--- config.mk ---
export PLATFORM = sky130hd
export DESIGN_NAME = dgcc_ram
export DESIGN_NICKNAME = d
export VERILOG_FILES = /design/src/sv/dgcc_ram.sv
export SDC_FILE = /design/constraint.sdc
export NUM_CORES = 1
export LEC_CHECK = 0
export BUFFER_PORTS_ARGS = -buffer_cell sky130_fd_sc_hd__buf_2
export CELL_PAD_IN_SITES_DETAIL_PLACEMENT = 1
export CELL_PAD_IN_SITES_GLOBAL_PLACEMENT = 1
export CORE_MARGIN = 1
export CORE_UTILIZATION = 40
export DETAILED_ROUTE_END_ITERATION = 8
export PLACE_DENSITY_LB_ADDON = 0.2
export SYNTH_ARGS = -nofsm -noshare
export SYNTH_HDL_FRONTEND = slang
export SYNTH_SLANG_ARGS = --single-unit
--- constraint.sdc ---
create_clock -name i_clk -period 2.6 [get_ports i_clk]
set_input_delay 0.52 -clock i_clk [delete_from_list [all_inputs] [get_ports i_clk]]
set_output_delay 0.52 -clock i_clk [all_outputs]
set_load 0.02 [all_outputs]
--- src/sv/dgcc_ram.sv ---
// generic single write port, single read port ram with registered read data
// no dependencies
module dgcc_ram #(
    parameter int W = 8,
    parameter int D = 16
) (
    input  logic                 i_clk,
    input  logic                 i_we,
    input  logic [$clog2(D)-1:0] i_waddr,
    input  logic [W-1:0]         i_wdata,
    input  logic [$clog2(D)-1:0] i_raddr,
    output logic [W-1:0]         o_rdata
);
    logic [W-1:0] r_mem [D];

    always_ff @(posedge i_clk) begin
        if (i_we) begin
            r_mem[i_waddr] <= i_wdata;
        end
        o_rdata <= r_mem[i_raddr];
    end
endmodule

# == Word-level counts from Yosys, hierarchy flattened ==
# Memories as Yosys holds them, arrays and structs flattened. A register that Yosys moved wholly into a read port is not among the register bits.
# Index checks and enable logic that the tools add are counted.
# op_classes
add_sub_neg,0
mul,0
div,0
magnitude_cmp,0
n_eq_ne,0
n_shift,0
muxes,2
bitwise_logic,0
reduce_logical,0
# ops
cell,count
$mux W1,2
# word_totals
reg_bits,0
latch_bits,0
ramBits,128
rom_bits,0
inputBits,18
output_inout_bits,8
word_cells,3
mem_count,1
# memory_table
name,words,width,read_ports,rd_clocked_by_memory_dff,wr,line_no,source
r_mem,16,8,1,1,1,14,logic [W-1:0] r_mem [D];

# == Depth between registers and ports, before layout ==
# depth
ltp_word,2
mapped_depth,5
ltp_nobuf,3

# == Worst setup path after synthesis ==
# OpenSTA, ideal clock, no wires.
# synth_path
path_type,input -> register
startpoint,input i_waddr[2]
endpoint,memory r_mem[0][0] (enable)
setup_time_ns,0.383
arrival_time_ns,1.630
required_ns,2.217
setup_slack_ns,0.587
cell_stages,2
n_path_buf,0
cell_sequence,or3b_2 nor3_1
# synth_lines
element,line_no,source
start: declaration,9,"input logic [$clog2(D)-1:0] i_waddr,"
end: declaration,14,
# No word-level cell before the write port.

==> flow_metrics.tcl <==
set metrics [dict create \
    dp_hpwl_um 6498 \
    library_cell_used_as_clock_root_buffer "sky130_fd_sc_hd__clkbuf_16" \
    fin_cells 471 \
    worstReg2RegEnd "o_rdata[0]" \
    first_global_vias 2523 \
    yosys.cell_types.count 19 \
    overflow 0 \
    worst-r2r-cell-count 3 \
    drtPass1Iterations 6 \
    final_min_period_over_clock_period_pct 64.97 \
    failed_checks "design-rule violations" \
    num_antenna_cells 0 \
    numPlacedInstances 439 \
    crit_chain "buf_2, buf_4, mux4_1, a22oi_1, nand2_1" \
    drt-vias-per-instance 5.153 \
    holdCritPathClass "in -> reg" \
    worst-slew-pin-transition_ns 0.4607 \
    route.detailed.wl_per_inst_um 22.18 \
    fp.dieArea_mm2 0.01333 \
    resized_gates_after_cts 0 \
    hold_depth 1 \
    clkLatencyLatePin_ns 0.41 \
    outcome "finished with violations" \
    synth_edf_count 128 \
    irDropWorstVdd_uv 455.5 \
    critPathLaunch "i_raddr[0]" \
    setup_slack_ns 0.9108 \
    leakage_nw 2.152 \
    antenna_violations_before_repair 0 \
    postSynthNetCount 247 \
    grt_start_max_net_pins 26 \
    mappedNetlistArea_mm2 0.005147 \
    postSynth.topFlopCell "sky130_fd_sc_hd__edfxtp_1" \
    postSynthCellCount 229 \
    holdCritStartpoint "i_wdata[6]" \
    r2r_start "r_mem[5][0]" \
    final.fill_count 1136 \
    horizontal_die_dimension_um 115.4 \
    async_s_r_ff_share_synth_pct 0 \
    postRouteAntennaNets 0 \
    detail_route.iter0.violations 198 \
    last_weighted_congestion_value_of_the_routability_driven_placer 0.7155 \
    unrepaired_setup_endpoints_after_global_routing "false" \
    timing.slew.headroom_pct 69.29 \
    syn_avg_cell_area_um2 22.48 \
    clock_tree_from_tritoncts "done" \
    drive_above_1_share_pct 32.78 \
    layout.nets 304 \
    fin_setup_tns_ns 0 \
    critical_path.max_stage_delay_ns 0.57 \
    most_frequent_cells_in_the_layout "sky130_fd_sc_hd__edfxtp_1, sky130_fd_sc_hd__buf_2, sky130_fd_sc_hd__buf_4" \
    clock_path_buffers 2 \
    post-cts-setup-buffers 0 \
    crit_arrival_ns 1.97 \
    via_count 2427 \
    critPathRequiredTime_ns 2.88 \
    worst_path_max_delay_cell "sky130_fd_sc_hd__mux4_1" \
    drt_wl_total_um 10450 \
    die_y_um 115.4 \
    final_hold_viol_count 0 \
    io-pin-count 26 \
    cts_buffers 17 \
    timing.final.setup_violations 0 \
    maxClockFrequency_mhz 592.0 \
    ys_ff_latch 136 \
    drt_drc_violations_left 2 \
    tritoncts_num_sinks 136 \
    power_density_mw_per_mm2 874.5 \
    total_power_mw 5.490 \
    first_pass_grt_wire_length_um 15290 \
    layout-area-overhead-vs-synth_pct 21.97 \
    h-tree-depth 4 \
    initial_core_util_pct 40.96 \
    grtUsageTotal_pct 17.33 \
    portBuffers 25 \
    cap_violations 0 \
    yosys_warnings 0 \
    worst_hold_end "r_mem[2][6]" \
    layout.cells.most_common "sky130_fd_sc_hd__edfxtp_1" \
    yosysSeqAreaShare_pct 77.78 \
    worst-r2r-setup-slack_ns 1.14 \
    preCtsSetupSlack_ns 0.4435 \
    clk_pin_slew_ns 0.06 \
    post_cts_hold_buffer_count 0 \
    timing.final.crit_period_ns 1.689 \
    category_of_the_critical_setup_timing_path "in -> reg" \
    crit_path_max_fanout 10 \
    fp-row-count 41 \
    critPathLaunchType "input port" \
    slew_viol_final 0 \
    core_area_mm2 0.01257 \
    clock-skew-final_ns 0.009653 \
    cp-end-kind "register" \
]
-- metal layers --
| layer | vias to the layer above | part of all wire, % | wire length (µm) | GRT usage, % |
|---|---|---|---|---|
| met1 | 1268 | 43 | 4449 | 21.38 |
| li1 | 1085 | - | - | - |
| met5 | - | 0 | 0 | 0 |
| met2 | 64 | 51 | 5332 | 28.82 |
| met4 | 0 | 1.2 | 121 | 6.061 |
| met3 | 10 | 5.2 | 542 | 5.649 |
-- power by group --
part | total, mW | leakage, nW | internal [mW] | switching (mW)
Combinational | 0.246 | 0.596 | 0.101 | 0.145
Sequential | 2.47 | 1.22 | 2.45 | 0.0145
Clock | 2.78 | 0.333 | 1.92 | 0.862
Total | 5.49 | 2.15 | 4.47 | 1.02
-- through the flow --
stage / cell area, µm² / hold slack [ns] / utilization, %
global route: 6279 / 0.4999 / 49.96
floorplan: 5147 / 0.6189 / -
detailed placement: 5587 / 0.6677 / 44.45
finish: 6279 / 0.4866 / 49.96
CTS: 6279 / 0.4881 / 49.96
global placement: 5587 / 0.6538 / 44.45
-- registers in the layout, indices dropped and copies added, names as in the netlist --
signal / cells
o_rdata: 8
r_mem: 128
-- cells by family (layout without fill, tap and decap cells) --
| logic type | after synthesis | count (layout) | synth area share (%) |
|---|---|---|---|
| flops | 136 | 136 | 77.78 |
| simple gates | 35 | 35 | 3.184 |
| compound gates | 16 | 16 | 2.334 |
| buf+inv | 10 | 80 | 1.677 |
| mux | 32 | 32 | 15.02 |
-- critical path, delay by kind of cell --
kind	cells	cell delay, ns
multiplexers	1	0.57
AND/OR/NAND/NOR	1	0.12
buffers and inverters	2	0.52
AO/OA/AOI/OAI	1	0.23
-- worst max-delay path by stage --
stage | depth (start not counted) | slack, ns | end
floorplan | 2 | 0.59 | r_mem[0][0]
global placement | 5 | 0.44 | o_rdata[1]
detailed placement | 5 | 0.44 | o_rdata[1]
CTS | 5 | 0.87 | o_rdata[1]
global route | 5 | 0.85 | o_rdata[1]
finish | 5 | 0.91 | o_rdata[5]
-- Yosys cell counts, types with 2 or more instances --
master	instances	area share (%)
sky130_fd_sc_hd__edfxtp_1	128	75
sky130_fd_sc_hd__a22oi_1	16	2.3
sky130_fd_sc_hd__buf_6	3	0.66
sky130_fd_sc_hd__nor3_1	4	0.39
sky130_fd_sc_hd__buf_2	3	0.29
sky130_fd_sc_hd__dfxtp_1	8	3.1
sky130_fd_sc_hd__nand2_1	9	0.66
sky130_fd_sc_hd__mux4_1	14	7.1
sky130_fd_sc_hd__mux4_2	18	7.9
sky130_fd_sc_hd__nor2_1	13	0.95
sky130_fd_sc_hd__clkdlybuf4s25_2	3	0.58
sky130_fd_sc_hd__nand3b_1	2	0.29
sky130_fd_sc_hd__nand2b_1	2	0.24
-- layout make-up --
class	count	area, µm²	area share, %
Multi-Input combinational cell	83	1057	16.84
Timing Repair Buffer	48	310.3	4.942
Sequential cell	136	4004	63.77
Clock inverter	13	249.0	3.966
Clock buffer	19	442.9	7.055
Tap cell	172	215.2	3.428
No activity file was read; power rests on OpenSTA's default activity.
