$ cat config.mk
export PLATFORM = sky130hd
export DESIGN_NAME = dgcc_cfg
export DESIGN_NICKNAME = d
export VERILOG_FILES = /design/src/sv/dgcc_pkg.sv /design/src/sv/dgcc_cfg.sv
export SDC_FILE = /design/constraint.sdc
export NUM_CORES = 1
export LEC_CHECK = 0
export ABC_AREA = 1
export ABC_CLOCK_PERIOD_IN_PS = 800
export BUFFER_PORTS_ARGS = -buffer_cell sky130_fd_sc_hd__clkbuf_2
export CORE_MARGIN = 2
export CORE_UTILIZATION = 28
export CTS_CLUSTER_DIAMETER = 100
export DETAILED_ROUTE_END_ITERATION = 6
export HOLD_SLACK_MARGIN = 0.1
export PLACE_DENSITY = 0.78
export SKIP_CTS_REPAIR_TIMING = 1
export SKIP_LAST_GASP = 1
export SLEW_MARGIN = 20
export SYNTH_ARGS = -nofsm -noshare
export SYNTH_HDL_FRONTEND = slang
export SYNTH_SLANG_ARGS = --single-unit
export TNS_END_PERCENT = 50
$ cat constraint.sdc
create_clock -name i_clk -period 0.8 [get_ports i_clk]
set_clock_uncertainty 0.1 [all_clocks]
set_input_delay 0.08 -clock i_clk [delete_from_list [all_inputs] [get_ports i_clk]]
set_output_delay 0.08 -clock i_clk [all_outputs]
set_load 0.05 [all_outputs]
$ cat src/sv/dgcc_pkg.sv
// shared constants, codes and state type for the directed graph cycle check unit
// no dependencies; imported by the interfaces, dgcc_cfg and the top level
package dgcc_pkg;

    localparam int NODE_W   = 8;     // node field width on the item channel
    localparam int OPC_W    = 2;
    localparam int STAT_W   = 3;
    localparam int HELD_W   = 11;
    localparam int CFG_W    = 9;     // node_count register width
    localparam int PADDR_W  = 2;
    localparam int PDATA_W  = 32;

    localparam int DEF_MAX_NODES = 256;
    localparam int DEF_MAX_EDGES = 1024;

    localparam logic [CFG_W-1:0] NODE_COUNT_RST = 9'd256;

    localparam logic [OPC_W-1:0] OP_ADD   = 2'd0;
    localparam logic [OPC_W-1:0] OP_CHECK = 2'd1;
    localparam logic [OPC_W-1:0] OP_CLEAR = 2'd2;

    localparam logic [STAT_W-1:0] ST_STORED   = 3'd0;
    localparam logic [STAT_W-1:0] ST_REJECTED = 3'd1;
    localparam logic [STAT_W-1:0] ST_CLEARED  = 3'd2;
    localparam logic [STAT_W-1:0] ST_NO_CYCLE = 3'd3;
    localparam logic [STAT_W-1:0] ST_CYCLE    = 3'd4;

    typedef enum logic [3:0] {
        S_HCLR,
        S_IDLE,
        S_ADD,
        S_VCLR,
        S_ROOT,
        S_ROOTW,
        S_TOP,
        S_POP,
        S_EDGE,
        S_CHILD,
        S_SCAN,
        S_SCANE,
        S_SCANU,
        S_SCANV,
        S_DONE
    } t_state;

endpackage

$ cat src/sv/dgcc_cfg.sv
// apb-style configuration port holding the node_count register
// depends on dgcc_pkg
module dgcc_cfg (
    input  logic                          i_clk,
    input  logic                          i_rst_n,
    input  logic                          psel,
    input  logic                          penable,
    input  logic                          pwrite,
    input  logic [dgcc_pkg::PADDR_W-1:0]  paddr,
    input  logic [dgcc_pkg::PDATA_W-1:0]  pwdata,
    output logic [dgcc_pkg::PDATA_W-1:0]  prdata,
    output logic                          pready,
    output logic [dgcc_pkg::CFG_W-1:0]    o_node_count
);
    import dgcc_pkg::*;

    logic [CFG_W-1:0] r_node_count;
    logic             w_wr;

    // single word register, the byte offset bits are not decoded
    assign w_wr   = psel & penable & pwrite & (paddr[PADDR_W-1:0] == paddr);
    assign pready = 1'b1;
    assign prdata = PDATA_W'(r_node_count);
    assign o_node_count = r_node_count;

    always_ff @(posedge i_clk) begin
        if (!i_rst_n) begin
            r_node_count <= NODE_COUNT_RST;
        end else if (w_wr) begin
            r_node_count <= pwdata[CFG_W-1:0];
        end
    end
endmodule

== Word level (Yosys, flattened, before mapping) ==
Cells that the tools add are included.
Word-level totals
  register bits after elaboration: 9
  bits in latches: 0
  memory bits (writable): 0
  bits in read-only memories: 0
  input port bits: 39
  output and inout bits: 42
  logic and storage cells: 3
  memories: 0
Operators by class
  add/sub/neg operators: 0
  multiply operators: 0
  div/mod/pow operators: 0
  magnitude comparators: 0
  eq/ne operators: 0
  shift-type cells: 0
  multiplexer cells: 0
  bitwise gates (word level): 2
  reduce and logical (&&, ||, !) cells: 0
Operators by type and width (count)
  1-bit AND: 2

== Depth between registers and ports, before layout ==
  depth after elaboration: 2
  gate-level depth with buffers: 5
  gate-level depth less buffers: 4

== Least setup slack after synthesis ==
OpenSTA, ideal clock, no wires.
  path kind: reg-to-output
  start point: register r_node_count[8], in the netlist o_node_count[8]
  end point: output prdata[8] in the netlist's numbering
  arrival time: 913 ps
  required time: 620 ps
  slack: -293 ps
  cell stages (with the launch flop): 2
  path buffers: 1
  cells stage by stage: dfxtp_1 buf_4
RTL lines
  start: declaration: RTL line dgcc_cfg.sv:17  | logic [CFG_W-1:0] r_node_count;
  start signal: assignment: RTL line dgcc_cfg.sv:30  | r_node_count <= pwdata[CFG_W-1:0];
  end: declaration: RTL line dgcc_cfg.sv:11  | output logic [dgcc_pkg::PDATA_W-1:0] prdata,
No word-level cell between the ends.

== Worst setup path after layout ==
  start point: register r_node_count[3], in the netlist o_node_count[3]
  end point: output prdata[3] in the netlist's numbering
No word-level cell between the ends.

==> metrics.md <==
| Metric | Value |
|---|---|
| Die area | around 0.0027 mm² |
| Failing checks | negative hold slack, negative setup slack |
| Worst setup margin | -147 ps |
| Initial antenna violation count | 0 |
| P_leak | 0.000467 µW |
| Ant. Diodes | 0 |
| Final WL | just over 1000 µm |
| Gr ovfl total | 0 |
| Crit-path cells | buf_6 |
| TritonCTS clock tree | built |
| Final hold slack | -53.1 ps |
| Vias in the first global route | between 300 and 400 |
| Clock Latency Late Sink | approximately 250 ps |
| Port bufs | 31 |
| Finished Core Util | 38.0% |
| Clk root buf | clkbuf_4 |
| RSZ-0062 raised after global routing | yes |
| Critical Path AT | 770 ps |
| CP peak stage delay | 360 ps |
| Post-route ant nets | 0 |
| Gate Count Post-Synth | 90 |
| Avg Inst Size Synth | 7.17 µm² |
| Syn-to-layout area delta | 28.9% |
| Slowest cell on crit path | dfxtp_4 |
| Status | complete, but fails checks |
| DR WL/cell | between 7 and 8 µm |
| Detailed-route DRC error count | 0 |
| Chip height | 52.0 µm |
| F_max | 1060 MHz |
| Avg Vias per Cell | 3.49 |
| MaxCap Viol Count | 0 |
| DR pass1 iterations | 1 |
| Tcrit/Tclk final | 118% |
| Initial DRC count | 0 |
| Largest net degree at the start of global routing | 18 |
| Share of post-route cells with drive strength above 1 | between 30% and 40% |
| CP Class | reg2out |
| Via Count | 492 |
| Final nets | around 150 |
| DPL Wire Length | 798 µm |
| CP delay by family, top | flip-flops |
| Final hold violations | 8 |
| Hold/Removal Path Class | in2reg |
| Site row count | 17 |
| Worst Setup Start Kind | flop |
| Maximum net fanout on the critical path | 3 |
| Total Routing Usage GR | 6.95% |
| Synth Warn # | 0 |
| Finished Cell Area | 832 µm² |
| Clk buf depth | 2 |
| First-pass GRT wire length | 1430 µm |
| Pwr/cell area | 1730 mW/mm² |
| Reg clk slew, reported paths | 60 ps |
| Core ar. | 0.00219 mm² |
| Critical Path End Type | primary output |
| Final min period | 947 ps |
| Initial Util | 29.5% |
| Reg2reg setup slack | 50 ps |
| Final Slew Violations | 0 |
| Max reg flops | 9 |
| Crit path buf inv count | 1 |
| Final setup vio count | 18 |
| Clock buffer count from CTS | 3 |
| Synthesized area | 646 µm² |
| Required @ worst endpoint | 620 ps |
| DP Area | 679 µm² |
| Design Power | 1440 µW |
| Max VDD drop | 0.531 mV |
| Synth cell types | 12 |
| CTS sink count | 9 |
| Register area share after synthesis | 27.9% |
| I/O pins | 81 |
| H-Tree Depth | 1 |
| Placer Congestion | between 0.6 and 0.7 |
| Synthesized flop and latch total | 9 |
| Die W | 52.0 µm |
-- cell usage in the layout (no fill, tap or decap), types with 3 or more instances in the layout --
cell type | Yosys | final
buf_6 | 1 | 17
clkbuf_2 | 0 | 13
clkbuf_4 | 0 | 3
conb_1 | 2 | 24
dfxtp_4 | 0 | 9
inv_1 | 8 | 8
nand2_1 | 16 | 16
nor2_1 | 16 | 16
-- area by class of cell --
cell class	instances	area [µm²]
multi-input cells	60	245
repair buffers	32	282
inverters	8	30.0
well taps	28	35.0
fillers	221	1360
clock buffers	4	26.3
flip-flops and latches	9	214
-- per-stage QoR --
step	instances	worst slack, ps	TNS, ps
after floorplan	112	-15.7	-34.2
after global placement	136	7.22	0
after detailed placement	136	0.679	0
after CTS	140	-266	-4630
after global routing	141	-180	-3170
final	141	-147	-2530
-- per-layer routing --
| metal | share of wire (%) | vias up | routed length, µm | global-route usage [%] |
|---|---|---|---|---|
| li1 | - | 254 | - | - |
| met1 | 36 | 203 | 363 | 7.12 |
| met2 | 52 | 35 | 527 | 12.7 |
| met3 | 13 | 0 | 131 | 1.72 |
| met4 | 0 | 0 | 0 | 3.95 |
| met5 | 0 | - | 0 | 0 |
-- cells in the mapped netlist --
library cell / count / area, µm²
dfxtp_1: 9 / 180
nand2_1: 16 / 60.1
clkbuf_8: 1 / 13.8
buf_6: 1 / 11.3
nand3_1: 1 / 5.00
conb_1: 2 / 7.51
nand3_4: 1 / 17.5
buf_4: 33 / 248
nand2_2: 1 / 6.26
nand4_1: 1 / 6.26
inv_1: 8 / 30.0
nor2_1: 16 / 60.1
-- power by group --
group          switching [µW]  leakage [µW]  total, µW  internal, µW
combinational             480      0.000372        617           137
sequential               25.5     0.0000794        485           459
clock                     147     0.0000150        339           191
-- worst paths after layout --
check,startpoint,end,depth (start not counted)
max,o_node_count[3],prdata[3],1
max reg2reg,o_node_count[0],o_node_count[0],4
min,pwdata[5],o_node_count[5],3
min reg2reg,o_node_count[8],o_node_count[8],2
-- logic make-up after synthesis --
family | Yosys count | share of synthesized area, %
DFF | 9 | 27.9
buffers and inverters | 43 | 46.9
and+or+nand+nor | 36 | 24.0
other | 2 | 1.16
(Power assumes the default switching activity.)
